===== config.mk =====
export PLATFORM = sky130hd
export DESIGN_NAME = involution_cycle_length_table_unit
export DESIGN_NICKNAME = d
export VERILOG_FILES = /design/src/rtl/iclt_pkg.sv /design/src/rtl/involution_cycle_length_table_unit.sv /design/src/rtl/iclt_ram.sv /design/src/rtl/iclt_fifo.sv /design/src/rtl/iclt_front.sv /design/src/rtl/iclt_back.sv
export SDC_FILE = /design/constraint.sdc
export NUM_CORES = 2
export LEC_CHECK = 0
export BUFFER_PORTS_ARGS = -buffer_cell sky130_fd_sc_hd__buf_2
export CORE_MARGIN = 4
export CORE_UTILIZATION = 45
export CTS_CLUSTER_DIAMETER = 100
export DETAILED_ROUTE_END_ITERATION = 16
export PLACE_DENSITY = 0.61
export SYNTH_ARGS = -nofsm -noshare
export SYNTH_HDL_FRONTEND = slang
export SYNTH_SLANG_ARGS = --single-unit
export TNS_END_PERCENT = 5

===== constraint.sdc =====
create_clock -name clk -period 9.9 [get_ports clk]
set_clock_uncertainty 0.1 [all_clocks]
set_input_delay 0.495 -clock clk [delete_from_list [all_inputs] [get_ports clk]]
set_output_delay 0.495 -clock clk [all_outputs]
set_load 0.02 [all_outputs]

===== src/rtl/iclt_pkg.sv =====
// shared types, codes and sizes of the involution cycle length table
package iclt_pkg;

  localparam int ICLT_MAX_ORBITS = 64;
  localparam int ICLT_MAX_OPS    = 8;
  localparam int ICLT_QUEUE_DEPTH = 2;

  localparam int REQ_W       = 2;
  localparam int OP_W        = 3;
  localparam int ORBIT_W     = 6;
  localparam int STATUS_W    = 2;
  localparam int LEN_W       = 7;
  localparam int TOP_OP_W    = 3;
  localparam int ORBIT_CNT_W = 7;
  localparam int CFG_IDX_W   = 1;
  localparam int CFG_DATA_W  = 7;

  localparam logic [TOP_OP_W-1:0]    TOP_OP_RESET    = TOP_OP_W'(3);
  localparam logic [ORBIT_CNT_W-1:0] ORBIT_CNT_RESET = ORBIT_CNT_W'(1);

  localparam logic [CFG_IDX_W-1:0] CFG_TOP_OPERATION = CFG_IDX_W'(0);
  localparam logic [CFG_IDX_W-1:0] CFG_ORBIT_COUNT   = CFG_IDX_W'(1);

  localparam logic [REQ_W-1:0] REQ_CREATE = REQ_W'(0);
  localparam logic [REQ_W-1:0] REQ_REMOVE = REQ_W'(1);
  localparam logic [REQ_W-1:0] REQ_QUERY  = REQ_W'(2);

  typedef enum logic [STATUS_W-1:0] {
    STATUS_DONE,
    STATUS_RANGE,
    STATUS_BLOCKED
  } status_t;

  typedef enum logic [1:0] {
    CMD_CREATE,
    CMD_REMOVE,
    CMD_QUERY,
    CMD_REJECT
  } cmd_kind_t;

  typedef enum logic [3:0] {
    ST_CLEAR,
    ST_IDLE,
    ST_READ_A,
    ST_READ_B,
    ST_CHECK,
    ST_WRITE_B,
    ST_QUERY_START,
    ST_QUERY_SECOND,
    ST_QUERY_STEP
  } back_state_t;

  typedef struct packed {
    status_t            status;
    logic [LEN_W-1:0]   cycle_length;
  } result_t;

endpackage


===== src/rtl/involution_cycle_length_table_unit.sv =====
// order: a link request reads both entries (READ_A, READ_B) and checks them; a blocked one
// queues its result in CHECK, else both are written (CHECK, WRITE_B) and WRITE_B queues it;
// a refused one is queued when taken; a query reads its start entry, then each walk step needs
// two dependent reads of the one read port; the sequencer holds one request; two requests
// queue ahead and two results behind; reset: control state clears, registers go to 3 and 1,
// then a clearing pass, with in_full high, writes all MAX_ORBITS * 2**clog2(MAX_OPS) entries
module involution_cycle_length_table_unit import iclt_pkg::*; #(
  parameter int MAX_ORBITS = ICLT_MAX_ORBITS,
  parameter int MAX_OPS    = ICLT_MAX_OPS
) (
  input  logic                  clk,
  input  logic                  rst_n,
  input  logic                  cfg_valid,
  output logic                  cfg_ready,
  input  logic [CFG_IDX_W-1:0]  cfg_index,
  input  logic [CFG_DATA_W-1:0] cfg_data,
  input  logic                  in_push,
  output logic                  in_full,
  input  logic [REQ_W-1:0]      in_req_type,
  input  logic [OP_W-1:0]       in_op_first,
  input  logic [ORBIT_W-1:0]    in_orbit_a,
  input  logic [ORBIT_W-1:0]    in_orbit_b,
  input  logic [OP_W-1:0]       in_op_second,
  output logic                  out_empty,
  input  logic                  out_pop,
  output logic [STATUS_W-1:0]   out_status,
  output logic [LEN_W-1:0]      out_cycle_length
);

  localparam int OW    = $clog2(MAX_ORBITS);
  localparam int PW    = $clog2(MAX_OPS);
  localparam int CMD_W = 2 + 2 * OW + 2 * PW;
  localparam int RES_W = $bits(result_t);

  logic             cmd_push, cmd_full, cmd_pop, cmd_empty, clearing;
  logic [CMD_W-1:0] cmd_wdata, cmd_rdata;
  logic             res_push, res_full;
  result_t          res_wdata, res_head;
  logic [RES_W-1:0] res_rdata;

  iclt_front #(
    .MAX_ORBITS (MAX_ORBITS),
    .MAX_OPS    (MAX_OPS)
  ) u_front (
    .clk          (clk),
    .rst_n        (rst_n),
    .cfg_valid    (cfg_valid),
    .cfg_ready    (cfg_ready),
    .cfg_index    (cfg_index),
    .cfg_data     (cfg_data),
    .in_push      (in_push),
    .in_full      (in_full),
    .in_req_type  (in_req_type),
    .in_op_first  (in_op_first),
    .in_orbit_a   (in_orbit_a),
    .in_orbit_b   (in_orbit_b),
    .in_op_second (in_op_second),
    .cmd_full     (cmd_full),
    .clearing     (clearing),
    .cmd_push     (cmd_push),
    .cmd_data     (cmd_wdata)
  );

  iclt_fifo #(
    .WIDTH (CMD_W),
    .DEPTH (ICLT_QUEUE_DEPTH)
  ) u_cmd_q (
    .clk   (clk),
    .rst_n (rst_n),
    .push  (cmd_push),
    .wdata (cmd_wdata),
    .full  (cmd_full),
    .pop   (cmd_pop),
    .rdata (cmd_rdata),
    .empty (cmd_empty)
  );

  iclt_back #(
    .MAX_ORBITS (MAX_ORBITS),
    .MAX_OPS    (MAX_OPS)
  ) u_back (
    .clk       (clk),
    .rst_n     (rst_n),
    .cmd_data  (cmd_rdata),
    .cmd_empty (cmd_empty),
    .cmd_pop   (cmd_pop),
    .res_full  (res_full),
    .res_push  (res_push),
    .res_data  (res_wdata),
    .clearing  (clearing)
  );

  iclt_fifo #(
    .WIDTH (RES_W),
    .DEPTH (ICLT_QUEUE_DEPTH)
  ) u_res_q (
    .clk   (clk),
    .rst_n (rst_n),
    .push  (res_push),
    .wdata (res_wdata),
    .full  (res_full),
    .pop   (out_pop),
    .rdata (res_rdata),
    .empty (out_empty)
  );

  assign res_head         = result_t'(res_rdata);
  assign out_status       = res_head.status;
  assign out_cycle_length = res_head.cycle_length;

endmodule


===== src/rtl/iclt_ram.sv =====
// generic simple dual-port ram with registered read
module iclt_ram #(
  parameter int WIDTH = 8,
  parameter int DEPTH = 16,
  localparam int AW = $clog2(DEPTH)
) (
  input  logic             clk,
  input  logic             we,
  input  logic [AW-1:0]    waddr,
  input  logic [WIDTH-1:0] wdata,
  input  logic [AW-1:0]    raddr,
  output logic [WIDTH-1:0] rdata
);

  logic [WIDTH-1:0] mem_r [DEPTH];

  always_ff @(posedge clk) begin
    if (we) begin
      mem_r[waddr] <= wdata;
    end
    rdata <= mem_r[raddr];
  end

endmodule


===== src/rtl/iclt_fifo.sv =====
// small register queue between pipeline parts
module iclt_fifo #(
  parameter int WIDTH = 8,
  parameter int DEPTH = 2,
  localparam int PTR_W = $clog2(DEPTH),
  localparam int CNT_W = $clog2(DEPTH + 1)
) (
  input  logic             clk,
  input  logic             rst_n,
  input  logic             push,
  input  logic [WIDTH-1:0] wdata,
  output logic             full,
  input  logic             pop,
  output logic [WIDTH-1:0] rdata,
  output logic             empty
);

  logic [WIDTH-1:0] mem_r [DEPTH];
  logic [PTR_W-1:0] wr_r, wr_nxt, rd_r, rd_nxt;
  logic [CNT_W-1:0] cnt_r, cnt_nxt;
  logic             do_push, do_pop;

  assign full    = (cnt_r == CNT_W'(DEPTH));
  assign empty   = (cnt_r == '0);
  assign do_push = push && !full;
  assign do_pop  = pop && !empty;
  assign rdata   = mem_r[rd_r];

  always_comb begin
    wr_nxt  = wr_r;
    rd_nxt  = rd_r;
    cnt_nxt = cnt_r;
    if (do_push) begin
      wr_nxt = (wr_r == PTR_W'(DEPTH - 1)) ? '0 : wr_r + 1'b1;
    end
    if (do_pop) begin
      rd_nxt = (rd_r == PTR_W'(DEPTH - 1)) ? '0 : rd_r + 1'b1;
    end
    if (do_push && !do_pop) begin
      cnt_nxt = cnt_r + 1'b1;
    end else if (do_pop && !do_push) begin
      cnt_nxt = cnt_r - 1'b1;
    end
  end

  always_ff @(posedge clk) begin
    if (!rst_n) begin
      wr_r  <= '0;
      rd_r  <= '0;
      cnt_r <= '0;
    end else begin
      wr_r  <= wr_nxt;
      rd_r  <= rd_nxt;
      cnt_r <= cnt_nxt;
    end
  end

  always_ff @(posedge clk) begin
    if (do_push) begin
      mem_r[wr_r] <= wdata;
    end
  end

endmodule


===== src/rtl/iclt_front.sv =====
// front part: configuration registers, request range checks and command build
module iclt_front import iclt_pkg::*; #(
  parameter int MAX_ORBITS = ICLT_MAX_ORBITS,
  parameter int MAX_OPS    = ICLT_MAX_OPS,
  localparam int OW    = $clog2(MAX_ORBITS),
  localparam int PW    = $clog2(MAX_OPS),
  localparam int CMD_W = 2 + 2 * OW + 2 * PW
) (
  input  logic                  clk,
  input  logic                  rst_n,
  input  logic                  cfg_valid,
  output logic                  cfg_ready,
  input  logic [CFG_IDX_W-1:0]  cfg_index,
  input  logic [CFG_DATA_W-1:0] cfg_data,
  input  logic                  in_push,
  output logic                  in_full,
  input  logic [REQ_W-1:0]      in_req_type,
  input  logic [OP_W-1:0]       in_op_first,
  input  logic [ORBIT_W-1:0]    in_orbit_a,
  input  logic [ORBIT_W-1:0]    in_orbit_b,
  input  logic [OP_W-1:0]       in_op_second,
  input  logic                  cmd_full,
  input  logic                  clearing,
  output logic                  cmd_push,
  output logic [CMD_W-1:0]      cmd_data
);

  typedef struct packed {
    cmd_kind_t       kind;
    logic [PW-1:0]   op_first;
    logic [OW-1:0]   orbit_a;
    logic [OW-1:0]   orbit_b;
    logic [PW-1:0]   op_second;
  } cmd_t;

  logic [TOP_OP_W-1:0]    top_op_r, top_op_nxt;
  logic [ORBIT_CNT_W-1:0] orbit_count_r, orbit_count_nxt;
  logic                   op1_ok, op2_ok, a_ok, b_ok;
  cmd_t                   cmd;

  assign cfg_ready = 1'b1;

  always_comb begin
    top_op_nxt      = top_op_r;
    orbit_count_nxt = orbit_count_r;
    if (cfg_valid) begin
      unique case (cfg_index)
        CFG_TOP_OPERATION: top_op_nxt      = cfg_data[TOP_OP_W-1:0];
        CFG_ORBIT_COUNT:   orbit_count_nxt = cfg_data[ORBIT_CNT_W-1:0];
        default:           top_op_nxt      = top_op_r;
      endcase
    end
  end

  always_ff @(posedge clk) begin
    if (!rst_n) begin
      top_op_r      <= TOP_OP_RESET;
      orbit_count_r <= ORBIT_CNT_RESET;
    end else begin
      top_op_r      <= top_op_nxt;
      orbit_count_r <= orbit_count_nxt;
    end
  end

  assign op1_ok = (in_op_first <= top_op_r) && (int'(in_op_first) < MAX_OPS);
  assign op2_ok = (in_op_second <= top_op_r) && (int'(in_op_second) < MAX_OPS);
  assign a_ok   = ({1'b0, in_orbit_a} < orbit_count_r) && (int'(in_orbit_a) < MAX_ORBITS);
  assign b_ok   = ({1'b0, in_orbit_b} < orbit_count_r) && (int'(in_orbit_b) < MAX_ORBITS);

  always_comb begin
    cmd.op_first  = PW'(in_op_first);
    cmd.orbit_a   = OW'(in_orbit_a);
    cmd.orbit_b   = OW'(in_orbit_b);
    cmd.op_second = PW'(in_op_second);
    unique case (in_req_type)
      REQ_CREATE: cmd.kind = (op1_ok && a_ok && b_ok) ? CMD_CREATE : CMD_REJECT;
      REQ_REMOVE: cmd.kind = (op1_ok && a_ok && b_ok) ? CMD_REMOVE : CMD_REJECT;
      REQ_QUERY:  cmd.kind = (op1_ok && op2_ok && a_ok) ? CMD_QUERY : CMD_REJECT;
      default:    cmd.kind = CMD_REJECT;
    endcase
  end

  assign in_full  = cmd_full || clearing;
  assign cmd_push = in_push && !in_full;
  assign cmd_data = cmd;

endmodule


===== src/rtl/iclt_back.sv =====
// back part: table sequencer for link updates and cycle walks, plus clearing pass
module iclt_back import iclt_pkg::*; #(
  parameter int MAX_ORBITS = ICLT_MAX_ORBITS,
  parameter int MAX_OPS    = ICLT_MAX_OPS,
  localparam int OW        = $clog2(MAX_ORBITS),
  localparam int PW        = $clog2(MAX_OPS),
  localparam int AW        = OW + PW,
  localparam int TAB_DEPTH = MAX_ORBITS * (2 ** PW),
  localparam int SW        = $clog2(MAX_ORBITS + 1),
  localparam int CMD_W     = 2 + 2 * OW + 2 * PW
) (
  input  logic             clk,
  input  logic             rst_n,
  input  logic [CMD_W-1:0] cmd_data,
  input  logic             cmd_empty,
  output logic             cmd_pop,
  input  logic             res_full,
  output logic             res_push,
  output result_t          res_data,
  output logic             clearing
);

  typedef struct packed {
    cmd_kind_t       kind;
    logic [PW-1:0]   op_first;
    logic [OW-1:0]   orbit_a;
    logic [OW-1:0]   orbit_b;
    logic [PW-1:0]   op_second;
  } cmd_t;

  back_state_t        state_r, state_nxt;
  cmd_t               cmd_in, cmd_r, cmd_nxt;
  logic [OW-1:0]      na_r, na_nxt;
  logic [SW-1:0]      steps_r, steps_nxt;
  logic [AW-1:0]      clr_r, clr_nxt;
  logic               ram_we;
  logic [AW-1:0]      ram_waddr, ram_raddr;
  logic [OW-1:0]      ram_wdata, rd;
  logic               take, link_ok, walk_done, clear_last;
  logic [SW+LEN_W-1:0] len_ext;

  assign cmd_in     = cmd_t'(cmd_data);
  assign take       = !cmd_empty && !res_full;
  assign clear_last = (clr_r == AW'(TAB_DEPTH - 1));
  assign link_ok    = (cmd_r.kind == CMD_CREATE) ?
                      (na_r == cmd_r.orbit_a && rd == cmd_r.orbit_b) :
                      (na_r == cmd_r.orbit_b);
  assign walk_done  = (rd == cmd_r.orbit_a) || (steps_r == SW'(MAX_ORBITS));
  assign len_ext    = {{LEN_W{1'b0}}, steps_r};
  assign clearing   = (state_r == ST_CLEAR);

  iclt_ram #(
    .WIDTH (OW),
    .DEPTH (TAB_DEPTH)
  ) u_table (
    .clk   (clk),
    .we    (ram_we),
    .waddr (ram_waddr),
    .wdata (ram_wdata),
    .raddr (ram_raddr),
    .rdata (rd)
  );

  // next state
  always_comb begin
    state_nxt = state_r;
    unique case (state_r)
      ST_CLEAR:        if (clear_last) state_nxt = ST_IDLE;
      ST_IDLE: begin
        if (take) begin
          unique case (cmd_in.kind)
            CMD_REJECT: state_nxt = ST_IDLE;
            CMD_QUERY:  state_nxt = ST_QUERY_START;
            default:    state_nxt = ST_READ_A;
          endcase
        end
      end
      ST_READ_A:       state_nxt = ST_READ_B;
      ST_READ_B:       state_nxt = ST_CHECK;
      ST_CHECK:        state_nxt = link_ok ? ST_WRITE_B : ST_IDLE;
      ST_WRITE_B:      state_nxt = ST_IDLE;
      ST_QUERY_START:  state_nxt = ST_QUERY_SECOND;
      ST_QUERY_SECOND: state_nxt = ST_QUERY_STEP;
      ST_QUERY_STEP:   state_nxt = walk_done ? ST_IDLE : ST_QUERY_SECOND;
      default:         state_nxt = ST_IDLE;
    endcase
  end

  // outputs
  always_comb begin
    cmd_pop               = 1'b0;
    res_push              = 1'b0;
    res_data.status       = STATUS_DONE;
    res_data.cycle_length = '0;
    ram_we                = 1'b0;
    ram_waddr             = {cmd_r.orbit_a, cmd_r.op_first};
    ram_wdata             = cmd_r.orbit_b;
    ram_raddr             = {cmd_r.orbit_a, cmd_r.op_first};
    unique case (state_r)
      ST_CLEAR: begin
        ram_we    = 1'b1;
        ram_waddr = clr_r;
        ram_wdata = clr_r[AW-1:PW];
      end
      ST_IDLE: begin
        cmd_pop = take;
        if (take && cmd_in.kind == CMD_REJECT) begin
          res_push        = 1'b1;
          res_data.status = STATUS_RANGE;
        end
      end
      ST_READ_A:       ram_raddr = {cmd_r.orbit_a, cmd_r.op_first};
      ST_READ_B:       ram_raddr = {cmd_r.orbit_b, cmd_r.op_first};
      ST_CHECK: begin
        if (link_ok) begin
          ram_we    = 1'b1;
          ram_waddr = {cmd_r.orbit_a, cmd_r.op_first};
          ram_wdata = (cmd_r.kind == CMD_CREATE) ? cmd_r.orbit_b : cmd_r.orbit_a;
        end else begin
          res_push        = 1'b1;
          res_data.status = STATUS_BLOCKED;
        end
      end
      ST_WRITE_B: begin
        ram_we    = 1'b1;
        ram_waddr = {cmd_r.orbit_b, cmd_r.op_first};
        ram_wdata = (cmd_r.kind == CMD_CREATE) ? cmd_r.orbit_a : cmd_r.orbit_b;
        res_push  = 1'b1;
      end
      ST_QUERY_START:  ram_raddr = {cmd_r.orbit_a, cmd_r.op_first};
      ST_QUERY_SECOND: ram_raddr = {rd, cmd_r.op_second};
      ST_QUERY_STEP: begin
        ram_raddr = {rd, cmd_r.op_first};
        if (walk_done) begin
          res_push              = 1'b1;
          res_data.cycle_length = len_ext[LEN_W-1:0];
        end
      end
      default: ram_we = 1'b0;
    endcase
  end

  // datapath registers
  always_comb begin
    cmd_nxt   = cmd_r;
    na_nxt    = na_r;
    steps_nxt = steps_r;
    clr_nxt   = clr_r;
    unique case (state_r)
      ST_CLEAR: clr_nxt = clr_r + 1'b1;
      ST_IDLE: begin
        if (take) begin
          cmd_nxt   = cmd_in;
          steps_nxt = SW'(1);
        end
      end
      ST_READ_B:     na_nxt = rd;
      ST_QUERY_STEP: if (!walk_done) steps_nxt = steps_r + 1'b1;
      default:       na_nxt = na_r;
    endcase
  end

  always_ff @(posedge clk) begin
    if (!rst_n) begin
      state_r <= ST_CLEAR;
      clr_r   <= '0;
    end else begin
      state_r <= state_nxt;
      clr_r   <= clr_nxt;
    end
  end

  always_ff @(posedge clk) begin
    cmd_r   <= cmd_nxt;
    na_r    <= na_nxt;
    steps_r <= steps_nxt;
  end

  a_push_room: assert property (@(posedge clk) disable iff (!rst_n)
    res_push |-> !res_full)
    else $error("result pushed into a full queue");

  a_clear_quiet: assert property (@(posedge clk) disable iff (!rst_n)
    (state_r == ST_CLEAR) |-> (!cmd_pop && !res_push))
    else $error("request handled during clearing pass");

  a_steps_bound: assert property (@(posedge clk) disable iff (!rst_n)
    (state_r == ST_QUERY_STEP) |-> (steps_r <= SW'(MAX_ORBITS) && steps_r != '0))
    else $error("walk step count out of bounds");

  a_walk_loop: assert property (@(posedge clk) disable iff (!rst_n)
    (state_r == ST_QUERY_STEP && !walk_done) |=> (steps_r == $past(steps_r) + 1'b1))
    else $error("walk step count did not advance");

endmodule

==> impl_metrics.json <==
{
  "status": "finished, final reports clean",
  "rsz0062_at_grt": "no",
  "tightestPinTransition_ns": 1.28,
  "synth_enable_flop_cells": 3163,
  "seqPwrFrac_pct": 54.3,
  "avgSynthCellArea_um2": 14.3,
  "synth_ff_type": "edfxtp_1",
  "drive_gt1_share_pct": 9.85,
  "pwr_density_cell_nw_per_um2": 189,
  "clock.fmax_mhz": 156,
  "p_leak_nw": 46.6,
  "cts.path.max_buffers": 4,
  "r2r_start": "u_back.state_r[2]",
  "p_int_mw": 21.8,
  "finalHoldViolCount": 0,
  "antenna_found_initial": 15,
  "hold_depth": 4,
  "netlist_area_um2": 128000,
  "fp.dieH_um": 541,
  "syn2layout_area_growth_pct": 11.6,
  "num_vias": 78680,
  "start_util_pct": 45.2,
  "die_x_um": 541,
  "syn-num-nets": 8984,
  "globalRouteOverflowTotal": 0,
  "worstSetupPathType": "reg -> reg",
  "setup.worst_path.start": "u_back.state_r[2]",
  "yosysWarnings": 0,
  "hold_path.startpoint": "out_pop",
  "cp.required_ns": 10.58,
  "cts_sinks": 3202,
  "netlist.area_leader.share_pct": 74.3,
  "cp-end-kind": "flop",
  "period_needed_ns": 6.41,
  "maxSlewHeadroom_pct": 12.3,
  "async_flop_share_pct": 0,
  "fin_setup_tns_ns": 0,
  "yosysUniqueCellTypes": 80,
  "cts_setup_buffers": 0,
  "ant_nets": 0,
  "reg2reg_slack_ns": 3.49,
  "cap_violations": 0,
  "io_buffers": 43,
  "synthCells": 8929,
  "routedWlPerCell_um": 28.8,
  "setup_viol": 0,
  "timing.rr.end": "u_back.u_table.rdata[5]",
  "clk_pin_slew_ns": 0.06,
  "gp_congestion": 0.868,
  "io_pins": 45,
  "fillCellCount": 23387,
  "crit_arrival_ns": 7.08,
  "grt_pass1_vias": 75310,
  "dp.final_hpwl_um": 216000,
  "detailedPlace.worstSlack_ns": 3.75,
  "final_net_count": 8967,
  "finalWorstSetupSlack_ns": 3.49,
  "clock-root-buffer": "clkbuf_16",
  "yosys-top-cells-count": "edfxtp_1 (3163), nand2_1 (2130), nand3_1 (686)",
  "p_comb_share_pct": 0.6,
  "hp-class": "in -> reg",
  "avgViaCountPerCell": 6.09,
  "h-tree-depth": 5,
  "core_area_um2": 283000,
  "slew_viol_final": 0,
  "drt_pass1_iterations": 6,
  "reg2reg_depth": 13,
  "wl_um": 371000,
  "fp.dieArea_um2": 293000,
  "crit_path_start_kind": "flop",
  "peakVddDrop_v": 0.000146,
  "yosysMostFrequentCell": "edfxtp_1",
  "critPathMaxFanout": 102,
  "power_switching_share_pct": 19.5,
  "rows": 195,
  "drt_first_iter_violations": 10926,
  "drc": 0,
  "grtUsageTotal_pct": 24.7,
  "synthTopCellsByArea": "edfxtp_1 (74%), nand2_1 (6.3%), nand3_1 (2.7%)",
  "numCtsBuffers": 325,
  "yosys.area.top_type": "edfxtp_1",
  "grt_pass1_wl_um": 535000,
  "power_switching_mw": 5.26,
  "tritoncts": "yes",
  "ys_seq_area_share_pct": 74.9,
  "clock_latency_ns": 0.91,
  "grt_max_degree": 219,
  "p_total_mw": 27.0,
  "p_clk_share_pct": 45.1,
  "timing.final.crit_share_pct": 64.7,
  "ys_ff_latch": 3202
}
[what timing repair did]
item	4_1_cts	5_1_grt
gates resized for setup	0	0
endpoints found under the hold margin	51	0
hold buffers	41	0
[power groups by stage]
stage               Clock (mW)  Sequential (mW)  Combinational (mW)
global route              12.9             14.7               0.155
finish                    12.2             14.7               0.150
CTS                       12.3             14.7               0.146
detailed placement           0             15.0               0.134
global placement             0             15.0               0.132
floorplan                    0             15.0              0.0499
[kinds of logic after synthesis]
group,share of synthesized area (%)
fa+ha+maj,0.215
mux,4.87
buf+inv,2.34
flops,74.9
other cells,0.00293
compound gates,4.71
xor+xnor,0.274
simple gates,12.7
[stage by stage]
stage | area [µm²] | std cells | utilization, % | hold slack (ns)
6_report | 143000 | 12915 | 50.5 | 0.0559
5_1_grt | 143000 | 12908 | 50.5 | 0.0430
4_1_cts | 143000 | 12907 | 50.5 | 0.00113
3_5_place_dp | 132000 | 12287 | 46.7 | 0.361
3_3_place_gp | 132000 | 12286 | 46.7 | 0.360
2_1_floorplan | 128000 | 8929 | - | 0.343
[critical path, cell delays in order, from the launching register on]
cell,delay [ns]
dfxtp_1,0.70
and4b_1,0.30
buf_4,0.27
mux2_8,0.57
buf_4,0.39
nor2_4,0.65
buf_12,0.56
nand3_1,0.16
o2111ai_1,0.17
o21ai_1,0.10
a2111oi_0,1.07
a41oi_1,0.26
a32o_1,0.38
a311o_1,0.35
[routing by layer]
| metal | up-vias | share of wire [%] | track usage, % |
|---|---|---|---|
| li1 | 33582 | - | - |
| met1 | 39867 | 39 | 34.4 |
| met2 | 4402 | 46 | 38.2 |
| met3 | 817 | 10 | 5.48 |
| met4 | 12 | 4.4 | 9.74 |
| met5 | - | 0.028 | 0 |
[how the worst max path moves through the flow]
| stage | end | cells past startpoint |
|---|---|---|
| floorplan | u_back.u_table.mem_r[0][0] | 6 |
| global placement | u_back.u_table.rdata[5] | 13 |
| detailed placement | u_back.u_table.rdata[5] | 13 |
| CTS | u_back.u_table.rdata[5] | 13 |
| global route | u_back.u_table.rdata[5] | 13 |
| finish | u_back.u_table.rdata[5] | 13 |
[state kept, by name, summed over array words and instances, names as in the netlist, 7 cells and up, named ones only]
signal                 flops
u_back.steps_r             7
u_res_q.mem_r             18
u_front.orbit_count_r      7
u_cmd_q.mem_r             40
u_back.clr_r               9
u_back.cmd_r              20
u_back.u_table.mem_r    3072
[area by class of cell]
type	count	area, µm²	area share [%]
repair buffers	242	2210	1.55
clock buffers	409	8680	6.08
well taps	3743	4680	3.28
flip-flops and latches	3202	95800	67.1
diodes	8	20.0	0.0140
multi-input cells	5121	29500	20.7
inverters	20	75.1	0.0526
clock inverters	170	1750	1.22
[layout by cell type, fill, tap and decap left out, types with 19 or more instances in the layout]
master	instances
xor2_1	19
a311oi_1	32
clkinv_1	68
a31oi_1	161
nand4_1	170
a32oi_1	169
nor2_1	595
o2111ai_1	82
buf_12	31
xnor2_1	21
clkinv_2	42
clkbuf_1	70
edfxtp_1	3163
o21ai_0	83
buf_4	126
a21oi_1	108
mux4_2	151
buf_2	43
and3_1	81
ha_1	22
dlygate4sd3_1	41
nand3_1	670
inv_1	20
dfxtp_1	39
nand2_1	2129
mux2i_1	240
o211ai_1	23
clkbuf_16	333
mux2_2	30
and2_1	22
a221oi_1	36
bufinv_16	32
nor3_1	23
(Power assumes the default switching activity.)
